`src/hswc_pkg.sv`:
```
`default_nettype none

package hswc_pkg;

    localparam int MIN_W         = 11;
    localparam int CODE_W        = 8;
    localparam int OFFSET_W      = 8;
    localparam int IDX_W         = 3;
    localparam int CFG_IDX_W     = 3;
    localparam int CFG_DATA_W    = 11;
    localparam int MAX_SCHEDULES = 4;
    localparam int DAY_MINUTES   = 1440;

    localparam int NUM_SCHEDULES_DEF = 4;
    localparam int SLOT_MINUTES_DEF  = 6;

    localparam logic [MIN_W-1:0]    DAY_MIN         = MIN_W'(DAY_MINUTES);
    localparam logic [CODE_W-1:0]   START_CODE_RST  = '1;
    localparam logic [OFFSET_W-1:0] PREWARM_RST     = OFFSET_W'(30);
    localparam logic [OFFSET_W-1:0] LOOKAHEAD_RST   = OFFSET_W'(60);
    localparam logic [MIN_W-1:0]    COMFORT_RST     = MIN_W'(60);

    typedef enum logic [CFG_IDX_W-1:0] {
        REG_START_0   = 3'd0,
        REG_START_1   = 3'd1,
        REG_START_2   = 3'd2,
        REG_START_3   = 3'd3,
        REG_PREWARM   = 3'd4,
        REG_LOOKAHEAD = 3'd5,
        REG_COMFORT   = 3'd6
    } cfg_reg_t;

    typedef struct packed {
        logic [MAX_SCHEDULES-1:0][CODE_W-1:0] start_code;
        logic [OFFSET_W-1:0]                  prewarm;
        logic [OFFSET_W-1:0]                  lookahead;
        logic [MIN_W-1:0]                     comfort;
    } cfg_t;

    typedef struct packed {
        logic             set;
        logic [MIN_W-1:0] on_minute;
        logic [MIN_W-1:0] off_minute;
    } win_t;

    typedef struct packed {
        logic [MIN_W-1:0] start_minute;
        logic [MIN_W-1:0] end_minute;
        logic             selected_valid;
        logic             any_set;
        logic             warm_now;
        logic             warm_soon;
    } res_t;

    // (a - b) mod 1440, both operands already below 1440
    function automatic logic [MIN_W-1:0] mod_day_sub(input logic [MIN_W-1:0] a,
                                                     input logic [MIN_W-1:0] b);
        logic [MIN_W:0] d;
        if (a >= b)
            d = {1'b0, a} - {1'b0, b};
        else
            d = {1'b0, a} + {1'b0, DAY_MIN} - {1'b0, b};
        return d[MIN_W-1:0];
    endfunction

    function automatic logic in_window(input logic [MIN_W-1:0] m,
                                       input logic [MIN_W-1:0] s,
                                       input logic [MIN_W-1:0] e);
        return mod_day_sub(m, s) < mod_day_sub(e, s);
    endfunction

endpackage

`default_nettype wire

```
`src/hswc_req_if.sv`:
```
`default_nettype none

interface hswc_req_if;
    logic                        valid;
    logic                        ready;
    logic [hswc_pkg::MIN_W-1:0]  minute_of_day;
    logic [hswc_pkg::IDX_W-1:0]  schedule_index;

    modport source (output valid, output minute_of_day, output schedule_index,
                    input ready);
    modport sink   (input valid, input minute_of_day, input schedule_index,
                    output ready);
endinterface

`default_nettype wire

```
`src/hswc_rsp_if.sv`:
```
`default_nettype none

interface hswc_rsp_if;
    logic                        valid;
    logic                        ready;
    logic [hswc_pkg::MIN_W-1:0]  start_minute;
    logic [hswc_pkg::MIN_W-1:0]  end_minute;
    logic                        selected_valid;
    logic                        any_set;
    logic                        warm_now;
    logic                        warm_soon;

    modport source (output valid, output start_minute, output end_minute,
                    output selected_valid, output any_set, output warm_now,
                    output warm_soon, input ready);
    modport sink   (input valid, input start_minute, input end_minute,
                    input selected_valid, input any_set, input warm_now,
                    input warm_soon, output ready);
endinterface

`default_nettype wire

```
`src/hswc_cfg_if.sv`:
```
`default_nettype none

interface hswc_cfg_if;
    logic                             valid;
    logic                             ready;
    logic [hswc_pkg::CFG_IDX_W-1:0]   index;
    logic [hswc_pkg::CFG_DATA_W-1:0]  data;

    modport source (output valid, output index, output data, input ready);
    modport sink   (input valid, input index, input data, output ready);
endinterface

`default_nettype wire

```
`src/hswc_cfg.sv`:
```
`default_nettype none

module hswc_cfg (
    input  wire logic      clk,
    input  wire logic      rst_n,
    hswc_cfg_if.sink       cfg,
    output hswc_pkg::cfg_t regs
);

    hswc_pkg::cfg_t cfg_reg;
    hswc_pkg::cfg_t cfg_next;

    assign cfg.ready = 1'b1;
    assign regs      = cfg_reg;

    always_comb
    begin
        cfg_next = cfg_reg;
        if (cfg.valid)
        begin
            unique case (hswc_pkg::cfg_reg_t'(cfg.index))
                hswc_pkg::REG_START_0:
                    cfg_next.start_code[0] = cfg.data[hswc_pkg::CODE_W-1:0];
                hswc_pkg::REG_START_1:
                    cfg_next.start_code[1] = cfg.data[hswc_pkg::CODE_W-1:0];
                hswc_pkg::REG_START_2:
                    cfg_next.start_code[2] = cfg.data[hswc_pkg::CODE_W-1:0];
                hswc_pkg::REG_START_3:
                    cfg_next.start_code[3] = cfg.data[hswc_pkg::CODE_W-1:0];
                hswc_pkg::REG_PREWARM:
                    cfg_next.prewarm = cfg.data[hswc_pkg::OFFSET_W-1:0];
                hswc_pkg::REG_LOOKAHEAD:
                    cfg_next.lookahead = cfg.data[hswc_pkg::OFFSET_W-1:0];
                hswc_pkg::REG_COMFORT:
                    cfg_next.comfort = cfg.data[hswc_pkg::MIN_W-1:0];
                default:
                    cfg_next = cfg_reg;
            endcase
        end
    end

    always_ff @(posedge clk or negedge rst_n)
    begin
        if (!rst_n)
        begin
            for (int k = 0; k < hswc_pkg::MAX_SCHEDULES; k++)
                cfg_reg.start_code[k] <= hswc_pkg::START_CODE_RST;
            cfg_reg.prewarm   <= hswc_pkg::PREWARM_RST;
            cfg_reg.lookahead <= hswc_pkg::LOOKAHEAD_RST;
            cfg_reg.comfort   <= hswc_pkg::COMFORT_RST;
        end
        else
        begin
            cfg_reg <= cfg_next;
        end
    end

endmodule

`default_nettype wire

```
`src/hswc_window.sv`:
```
`default_nettype none

module hswc_window #(
    parameter int SLOT_MINUTES = hswc_pkg::SLOT_MINUTES_DEF
) (
    input  wire logic [hswc_pkg::CODE_W-1:0]   start_code,
    input  wire logic [hswc_pkg::OFFSET_W-1:0] prewarm,
    input  wire logic [hswc_pkg::MIN_W-1:0]    comfort,
    output hswc_pkg::win_t                     win
);

    localparam int LAST_SLOT = hswc_pkg::DAY_MINUTES / SLOT_MINUTES - 1;
    localparam int SLOT_W    = $clog2(SLOT_MINUTES + 1);
    localparam int PROD_W    = hswc_pkg::CODE_W + SLOT_W;
    localparam int MW        = hswc_pkg::MIN_W;

    logic [PROD_W-1:0] prod;
    logic [MW-1:0]     base;
    logic [MW:0]       on_wide;
    logic [MW:0]       end_sum;
    logic [MW:0]       off_wide;

    assign prod = PROD_W'(start_code) * PROD_W'(SLOT_MINUTES);
    // only meaningful when the code is set, then base < 1440
    assign base = prod[MW-1:0];

    always_comb
    begin
        // wind back by the prewarm, wrapping before midnight
        if (base >= MW'(prewarm))
            on_wide = {1'b0, base} - (MW+1)'(prewarm);
        else
            on_wide = {1'b0, base} + {1'b0, hswc_pkg::DAY_MIN} - (MW+1)'(prewarm);

        // base + comfort can reach past two days
        end_sum = {1'b0, base} + {1'b0, comfort};
        if (end_sum >= (MW+1)'(2 * hswc_pkg::DAY_MINUTES))
            off_wide = end_sum - (MW+1)'(2 * hswc_pkg::DAY_MINUTES);
        else if (end_sum >= (MW+1)'(hswc_pkg::DAY_MINUTES))
            off_wide = end_sum - (MW+1)'(hswc_pkg::DAY_MINUTES);
        else
            off_wide = end_sum;

        win.set        = (start_code <= hswc_pkg::CODE_W'(LAST_SLOT));
        win.on_minute  = on_wide[MW-1:0];
        win.off_minute = off_wide[MW-1:0];
    end

endmodule

`default_nettype wire

```
`src/heating_schedule_window_check.sv`:
```
`default_nettype none

// Channel  Dir  Payload                                          Beat when
// cfg      in   index[2:0], data[10:0]                           valid & ready
// req      in   minute_of_day[10:0], schedule_index[2:0]         valid & ready
// rsp      out  start_minute, end_minute, selected_valid,        valid & ready
//               any_set, warm_now, warm_soon
//
// Two register stages, request then result: a request beat passes through the
// request register, then the result register, to its response beat; one beat per cycle
// sustained while rsp is not stalled, all schedule windows evaluated in parallel between the stages.
// Reset clears both valid flags and loads the configuration defaults.
// A stalled rsp holds the result register; the request register still fills
// if empty, then holds until the result register drains.
module heating_schedule_window_check #(
    parameter int NUM_SCHEDULES = hswc_pkg::NUM_SCHEDULES_DEF,
    parameter int SLOT_MINUTES  = hswc_pkg::SLOT_MINUTES_DEF
) (
    input  wire logic  clk,
    input  wire logic  rst_n,
    hswc_cfg_if.sink   cfg,
    hswc_req_if.sink   req,
    hswc_rsp_if.source rsp
);

    localparam int MW = hswc_pkg::MIN_W;

    hswc_pkg::cfg_t regs;

    logic                       req_valid_reg;
    logic [MW-1:0]              minute_reg;
    logic [hswc_pkg::IDX_W-1:0] index_reg;
    logic                       rsp_valid_reg;
    hswc_pkg::res_t             res_reg;
    hswc_pkg::res_t             res_next;

    logic advance;

    hswc_pkg::win_t win [hswc_pkg::MAX_SCHEDULES];

    logic [MW-1:0] now_min;
    logic [MW:0]   soon_sum;
    logic [MW-1:0] soon_min;

    hswc_cfg u_cfg (
        .clk   (clk),
        .rst_n (rst_n),
        .cfg   (cfg),
        .regs  (regs)
    );

    for (genvar k = 0; k < hswc_pkg::MAX_SCHEDULES; k++)
    begin : g_sched
        if (k < NUM_SCHEDULES)
        begin : g_on
            hswc_window #(
                .SLOT_MINUTES (SLOT_MINUTES)
            ) u_window (
                .start_code (regs.start_code[k]),
                .prewarm    (regs.prewarm),
                .comfort    (regs.comfort),
                .win        (win[k])
            );
        end
        else
        begin : g_off
            assign win[k] = '0;
        end
    end

    assign advance   = req_valid_reg && (!rsp_valid_reg || rsp.ready);
    assign req.ready = !req_valid_reg || advance;

    always_comb
    begin
        now_min  = (minute_reg >= hswc_pkg::DAY_MIN) ? minute_reg - hswc_pkg::DAY_MIN
                                                     : minute_reg;
        soon_sum = {1'b0, now_min} + (MW+1)'(regs.lookahead);
        if (soon_sum >= {1'b0, hswc_pkg::DAY_MIN})
            soon_sum = soon_sum - {1'b0, hswc_pkg::DAY_MIN};
        soon_min = soon_sum[MW-1:0];

        res_next = '0;
        for (int k = 0; k < hswc_pkg::MAX_SCHEDULES; k++)
        begin
            if (win[k].set)
            begin
                res_next.any_set = 1'b1;
                if (hswc_pkg::in_window(now_min, win[k].on_minute, win[k].off_minute))
                    res_next.warm_now = 1'b1;
                if (hswc_pkg::in_window(soon_min, win[k].on_minute, win[k].off_minute))
                    res_next.warm_soon = 1'b1;
            end
        end

        if (index_reg < hswc_pkg::IDX_W'(hswc_pkg::MAX_SCHEDULES))
        begin
            if (win[index_reg[1:0]].set)
            begin
                res_next.selected_valid = 1'b1;
                res_next.start_minute   = win[index_reg[1:0]].on_minute;
                res_next.end_minute     = win[index_reg[1:0]].off_minute;
            end
        end
    end

    always_ff @(posedge clk or negedge rst_n)
    begin
        if (!rst_n)
        begin
            req_valid_reg <= 1'b0;
            rsp_valid_reg <= 1'b0;
        end
        else
        begin
            if (req.ready)
                req_valid_reg <= req.valid;
            if (!rsp_valid_reg || rsp.ready)
                rsp_valid_reg <= req_valid_reg;
        end
    end

    always_ff @(posedge clk)
    begin
        if (req.valid && req.ready)
        begin
            minute_reg <= req.minute_of_day;
            index_reg  <= req.schedule_index;
        end
        if (advance)
            res_reg <= res_next;
    end

    assign rsp.valid          = rsp_valid_reg;
    assign rsp.start_minute   = res_reg.start_minute;
    assign rsp.end_minute     = res_reg.end_minute;
    assign rsp.selected_valid = res_reg.selected_valid;
    assign rsp.any_set        = res_reg.any_set;
    assign rsp.warm_now       = res_reg.warm_now;
    assign rsp.warm_soon      = res_reg.warm_soon;

    a_sel_implies_any: assert property (@(posedge clk) disable iff (!rst_n)
        rsp.valid && rsp.selected_valid |-> rsp.any_set)
        else $error("selected schedule valid while no schedule set");

    a_unset_not_warm: assert property (@(posedge clk) disable iff (!rst_n)
        rsp.valid && !rsp.any_set |-> !rsp.warm_now && !rsp.warm_soon)
        else $error("warm flag raised with no schedule set");

    a_invalid_zero: assert property (@(posedge clk) disable iff (!rst_n)
        rsp.valid && !rsp.selected_valid |->
            rsp.start_minute == '0 && rsp.end_minute == '0)
        else $error("invalid selection carries nonzero times");

    a_no_drop: assert property (@(posedge clk) disable iff (!rst_n)
        req_valid_reg && rsp_valid_reg && !rsp.ready |=> req_valid_reg && rsp_valid_reg)
        else $error("stalled beat lost");

endmodule

`default_nettype wire

```
`src/flat_wrapper.sv`:
```
// flat-port wrapper written by rule: the top's interface ports become plain ports
module heating_schedule_window_check_flat 
#(
    parameter int NUM_SCHEDULES = hswc_pkg::NUM_SCHEDULES_DEF,
    parameter int SLOT_MINUTES  = hswc_pkg::SLOT_MINUTES_DEF
)
  (clk, rst_n, cfg_valid, cfg_index, cfg_data, cfg_ready, req_valid, req_minute_of_day, req_schedule_index, req_ready, rsp_valid, rsp_start_minute, rsp_end_minute, rsp_selected_valid, rsp_any_set, rsp_warm_now, rsp_warm_soon, rsp_ready);
  hswc_cfg_if cfg_i ();
  hswc_req_if req_i ();
  hswc_rsp_if rsp_i ();
  input  wire logic clk;
  input  wire logic rst_n;
  input wire logic [$bits(cfg_i.valid)-1:0] cfg_valid;
  input wire logic [$bits(cfg_i.index)-1:0] cfg_index;
  input wire logic [$bits(cfg_i.data)-1:0] cfg_data;
  output wire logic [$bits(cfg_i.ready)-1:0] cfg_ready;
  input wire logic [$bits(req_i.valid)-1:0] req_valid;
  input wire logic [$bits(req_i.minute_of_day)-1:0] req_minute_of_day;
  input wire logic [$bits(req_i.schedule_index)-1:0] req_schedule_index;
  output wire logic [$bits(req_i.ready)-1:0] req_ready;
  output wire logic [$bits(rsp_i.valid)-1:0] rsp_valid;
  output wire logic [$bits(rsp_i.start_minute)-1:0] rsp_start_minute;
  output wire logic [$bits(rsp_i.end_minute)-1:0] rsp_end_minute;
  output wire logic [$bits(rsp_i.selected_valid)-1:0] rsp_selected_valid;
  output wire logic [$bits(rsp_i.any_set)-1:0] rsp_any_set;
  output wire logic [$bits(rsp_i.warm_now)-1:0] rsp_warm_now;
  output wire logic [$bits(rsp_i.warm_soon)-1:0] rsp_warm_soon;
  input wire logic [$bits(rsp_i.ready)-1:0] rsp_ready;
  assign cfg_i.valid = cfg_valid;
  assign cfg_i.index = cfg_index;
  assign cfg_i.data = cfg_data;
  assign cfg_ready = cfg_i.ready;
  assign req_i.valid = req_valid;
  assign req_i.minute_of_day = req_minute_of_day;
  assign req_i.schedule_index = req_schedule_index;
  assign req_ready = req_i.ready;
  assign rsp_valid = rsp_i.valid;
  assign rsp_start_minute = rsp_i.start_minute;
  assign rsp_end_minute = rsp_i.end_minute;
  assign rsp_selected_valid = rsp_i.selected_valid;
  assign rsp_any_set = rsp_i.any_set;
  assign rsp_warm_now = rsp_i.warm_now;
  assign rsp_warm_soon = rsp_i.warm_soon;
  assign rsp_i.ready = rsp_ready;
  heating_schedule_window_check #(.NUM_SCHEDULES(NUM_SCHEDULES), .SLOT_MINUTES(SLOT_MINUTES)) u_core (.clk(clk), .rst_n(rst_n), .cfg(cfg_i), .req(req_i), .rsp(rsp_i));
endmodule
```
`config.mk`:
```
export PLATFORM = sky130hd
export DESIGN_NAME = heating_schedule_window_check_flat
export DESIGN_NICKNAME = d
export VERILOG_FILES = /design/src/hswc_pkg.sv /design/src/hswc_req_if.sv /design/src/hswc_rsp_if.sv /design/src/hswc_cfg_if.sv /design/src/hswc_cfg.sv /design/src/hswc_window.sv /design/src/heating_schedule_window_check.sv /design/src/flat_wrapper.sv
export SDC_FILE = /design/constraint.sdc
export NUM_CORES = 1
export LEC_CHECK = 0
export ABC_CLOCK_PERIOD_IN_PS = 9800
export BUFFER_PORTS_ARGS = -buffer_cell sky130_fd_sc_hd__buf_2
export CAP_MARGIN = 0
export CORE_MARGIN = 2
export CORE_UTILIZATION = 45
export DETAILED_ROUTE_END_ITERATION = 8
export PLACE_DENSITY = 0.66
export SYNTH_ARGS = -nofsm -noshare
export SYNTH_HDL_FRONTEND = slang
export SYNTH_HIERARCHICAL = 1
export SYNTH_SLANG_ARGS = --single-unit
```
`constraint.sdc`:
```
create_clock -name clk -period 9.8 [get_ports clk]
set_input_delay 1.96 -clock clk [delete_from_list [all_inputs] [get_ports clk]]
set_output_delay 1.96 -clock clk [all_outputs]
set_load 0.02 [all_outputs]
```
== Word-level counts from Yosys, hierarchy flattened ==
Index checks and enable logic that the tools add are counted.
Storage, ports and cells
  word-level logic and storage cells: 195
  input port bits: 33
  register bits: 101
Operators by class
  add/sub/neg operators: 57
  multiply operators: 4
  order comparisons: 40
  mux-type cells: 54
  eq/ne operators: 6
  reduce and logical (&&, ||, !) cells: 16
  bitwise operators: 1
Operators by type and width (number)
  $mux 11: 38
  $sub 11x11->11: 24
  $ge 11x11->1: 12
  $add 11x11->11 const B: 10
  $lt 11x11->1: 8
  $sub 11x8->11: 8
  $sub 11x11->11 const B: 6
  $ge 12x11->1 const B: 5
  $add 11x11->12: 4
  $ge 12x12->1 const B: 4
  $bmux 23 s2: 1
  $mux 23: 2
  $ge 11x8->1: 4
  $sub 11x10->11 const B: 4
  $mul 8x2->10 const B: 4
  $le 8x8->1 const B: 4
  $reduce_and 2->1: 8
  $add 11x8->12: 1
  $ge 11x11->1 const B: 1
  $eq 3x3->1 const B: 3
  $mux 1: 9
  $eq 3x2->1 const B: 2
  $mux 2: 3
  $eq 3x1->1 const B: 1
  other kinds (9): 12

== Logic depth before layout (Yosys ltp) ==
  depth in word-level cells: 18
  mapped depth: 41

== Hierarchy ==
Netlist, hierarchy kept.
Modules (own cells, without submodules)
  heating_schedule_window_check: instances 1, area an instance 14729.1 um^2, cells each 1795
  hswc_cfg: instances 1, area an instance 2338.5 um^2, cells each 132
  hswc_window (u_core.g_sched[0].g_on.u_window): instances 1, area an instance 2289.7 um^2, cells each 287
  hswc_window (u_core.g_sched[1].g_on.u_window): instances 1, area an instance 2254.7 um^2, cells each 288
  hswc_window (u_core.g_sched[2].g_on.u_window): instances 1, area an instance 2227.1 um^2, cells each 292
  hswc_window (u_core.g_sched[3].g_on.u_window): instances 1, area an instance 2217.1 um^2, cells each 290

== Least setup slack after synthesis ==
OpenSTA, ideal clock, no wires.
  path type: register -> register
  start: register u_core/u_cfg/regs[51] (netlist name)
  end: register u_core.res_reg, in the netlist u_core/rsp.warm_now (data pin)
  data required time: 9.665 ns
  arrival: 7.420 ns
  buffers on the path: 2
  path slack: 2.245 ns
  library setup time: 0.135 ns
  period minus slack after synthesis: 7.555 ns
  cell stages (with the launch flop): 38
  path through: dfstp_2 -> ha_1 -> inv_1 -> fa_1 -> nor2b_1 -> o21ai_1 -> a21oi_1 -> nor4b_1 -> a211oi_2 -> ha_1 -> clkbuf_1 -> o21a_1 -> o2bb2ai_1 -> xnor2_1 -> a21oi_1 -> or3b_1 -> o21ai_1 -> xnor2_1 -> (+2 left out) -> inv_1 -> a21oi_1 -> o21a_1 -> o21a_1 -> o21ai_0 -> nand2b_1 -> a31oi_1 -> buf_1 -> mux2_2 -> ha_1 -> a21o_1 -> a21o_1 -> a21o_1 -> a21oi_1 -> o21ai_0 -> a41oi_1 -> a22oi_1 -> nand3_1
RTL lines
  to (signal assigned): line heating_schedule_window_check.sv:131  | res_reg <= res_next;
  to (decl): line heating_schedule_window_check.sv:34  | hswc_pkg::res_t res_reg;

==> results.md <==
* Die ar. at roughly 0.060 mm²
* WL final at a little under 80000 µm
* Initial Util at between 40% and 50%
* Die X at 244.6 µm
* Fin util at a little under half
* Post-DRT Antenna Nets at 0
* Sequential element share of the synthesized area at a little over a tenth
* Post-Synthesis Cells at just over 3000
* Area grow syn2layout at 5.844%
* Most common cell on crit path: ha_1
* Hold Buf Count CTS at 0
* Clk buf depth at 2
* Hpwl dp at about 65000 µm
* Startpoint Class: register
* Tmin final at around 9200 ps
* DRT iter0 DRCs at 1577
* Max_cap viols at 0
* Syn_nets at ~3700
* Number of flip-flops in the largest register at between 50 and 60
* First-pass GRT wire length at roughly 120000 µm
* Filler instances at roughly 5600
* CTS Buf Count at 9
* Nets at around 3700
* Routed wl met3 at between 4000 and 5000 µm
* #FFs+latches synth at between 100 and 150
* R2R setup slack at between 600 and 700 ps
* Synth Area in Simple Gates at about 15%
* Met2 WL at between 30000 and 40000 µm
* Largest net degree at the start of global routing at 62
* Via/cell ratio at 5.730
* DR vias at 22390
* CTS clk-pin slew, worst paths at around 110 ps
* Share of layout cells above drive strength 1 at approximately a tenth
* Post-synthesis compound-gate area fraction at between 20% and 30%
* Synth warn at 6
* Drt drc at 0
* Status: finished clean
* Commonest cells after routing, fill and taps aside: 498 x ha_1, 383 x inv_1, 199 x a21oi_1
* XOR/XNOR Fraction of Synth Area at a little under a tenth
* Gpl congestion at just under 1
* Post-CTS sizing at 0
* Setup_tns at 0 ps
* Delay of the slowest critical-path stage at 780 ps
* Slowest cell on crit path: mux2i_1
* CTS tree: built
* Largest family of logic cells by synthesized area: adder cells
* Clock Tree Root: clkbuf_16
* DR top layer: met5
* Period Utilization, post-route at approximately 94%
* Worst Tran Pin Value at 1326 ps
* Arr. time, crit path at 9420 ps
* Post-CTS setup buffer count at 0
* HP Class: reg -> reg
* Initial antenna violation count at 2
* Fmax at approximately 0.11 GHz
* Most common cell after layout, fill and taps aside: ha_1
* Clock latency on the worst-skew pair at 410 ps
* Slew Viols, Final at 0
* Clock Skews at around 37 ps
* DR WL/cell at 19.95 µm
* IO Port Bufs at 60
* Mux cell area share after synthesis at 8.514%
* Total GRT Usage at 25.92%
* Synth Area in Adders at between 20 and 30%
* Pre-Repair DR Iteration Count at 6
* Register area at around 0.0028 mm²
* Final cell area excluding filler cells at approximately 0.028 mm²
* GRT overflow at 0
* Post-Syn Area at roughly 0.026 mm²
* Max_slew headroom at 10.99%
* # rows at just under 90
* Placed cell areas at 0.02727 mm²
* Number of global-route vias before repair at between 20000 and 25000
* Final setup fails at 0
* Post-synth ARST share at ~60%
* I/O pin count at a little over 60
* Syn Area/Cell at 8.449 µm²
* Post-synthesis cell type count at 120
* Post-synth EDFFs at 40
* CP Capture Type: register
* Die Y-Extent at ~240 µm
* CP Max Fanout at 7
* Metal-1 WL at 34790 µm
* Dominant synthesized flop cell: dfstp_2
* Crit path kind: reg -> reg
* Core region area at approximately 0.057 mm²
* RSZ-0062 raised after global routing: false
* # clock sinks at 101
* Final hold vios at 0
* Multi-input logic area at about 0.022 mm²
* WHS at 480.4 ps
* Required time of the critical path at 10050 ps
* H-tree depth at 3
## layer usage
| metal | vias to the layer above | GRT usage, % |
|---|---|---|
| li1 | 11130 | - |
| met1 | 10470 | 33.79 |
| met2 | 663 | 42.38 |
| met3 | 124 | 3.903 |
| met4 | 2 | 11.51 |
| met5 | - | 0 |
## stage by stage
step	cells	setup slack, ps
6_report	3908	632.1
5_1_grt	3907	291.7
3_3_place_gp	3891	1083
4_1_cts	3907	857.6
2_1_floorplan	3084	2245
3_5_place_dp	3891	928.9
## path summary, 6_finish.rpt
| check | startpoint | endpoint | cells past startpoint |
|---|---|---|---|
| setup / recovery | u_core/minute_reg[3] | u_core/rsp.warm_soon | 29 |
| hold / removal | u_core/req_valid_reg | u_core/rsp.valid | 1 |
| setup reg to reg | u_core/minute_reg[3] | u_core/rsp.warm_soon | 29 |
| hold reg to reg | u_core/req_valid_reg | u_core/rsp.valid | 1 |
| max in group asynchronous | rst_n | u_core/rsp.valid | 2 |
| min in group asynchronous | rst_n | u_core/u_cfg/regs[0] | 2 |
## cell type report
class	count	area share, %
antenna	1	0.009074
clock buffer	9	0.8166
clock inverter	7	0.2813
inverter	388	5.299
multi-input combinational	2557	78.40
sequential	101	10.09
tap	765	3.471
timing repair buffer	80	1.633
## kinds of logic after synthesis
group / Yosys count
and+or+nand+nor: 738
muxes: 182
other: 1
AOI/OAI and AO/OA: 790
buffers and inverters: 426
xor gates and xnor gates: 271
DFF: 101
adders and majority gates: 575
## cells in the mapped netlist (9+ instances only)
cell type,instances,area [µm²]
edfxtp_1,40,1201
o211a_1,10,100.1
and2_1,10,62.56
mux2i_1,75,750.7
nor4_1,18,112.6
a31oi_1,27,168.9
a21o_1,82,615.6
nor3b_1,9,67.56
mux2_2,75,844.6
a211oi_1,19,142.6
o21ai_0,133,665.6
and3_1,14,87.58
nand4_1,17,106.4
mux4_2,23,518.0
buf_4,9,67.56
a211o_1,12,105.1
o21a_1,50,375.4
nand3_1,68,340.3
o31ai_1,12,90.09
or3_1,20,125.1
a21boi_0,25,187.7
nand2b_1,46,287.8
or4_1,13,97.59
dfstp_2,44,1156
nand2_1,155,581.8
o21ai_1,28,140.1
dfrtp_1,17,425.4
ha_1,498,6231
fa_1,77,1541
o211ai_1,23,172.7
buf_2,10,50.05
xnor2_1,172,1506
nor2b_1,59,369.1
o41ai_1,10,87.58
clkbuf_1,11,41.29
o21bai_1,42,315.3
xor2_1,91,797.0
a21oi_1,199,996.0
nor3_1,74,370.4
nor2_1,188,705.7
inv_1,383,1438
## worst max-delay path: cells and delay by family (launching register included)
family,cells,cell delay [ps]
compound gates,13,2490
xor+xnor,2,1400
fa+ha+maj,4,1490
buf+inv,2,560
flops,1,560
mux,2,1070
simple gates,6,1440
Power is not shown: default switching activity piles up to over one toggle a cycle in this logic, so the estimate is an artifact.
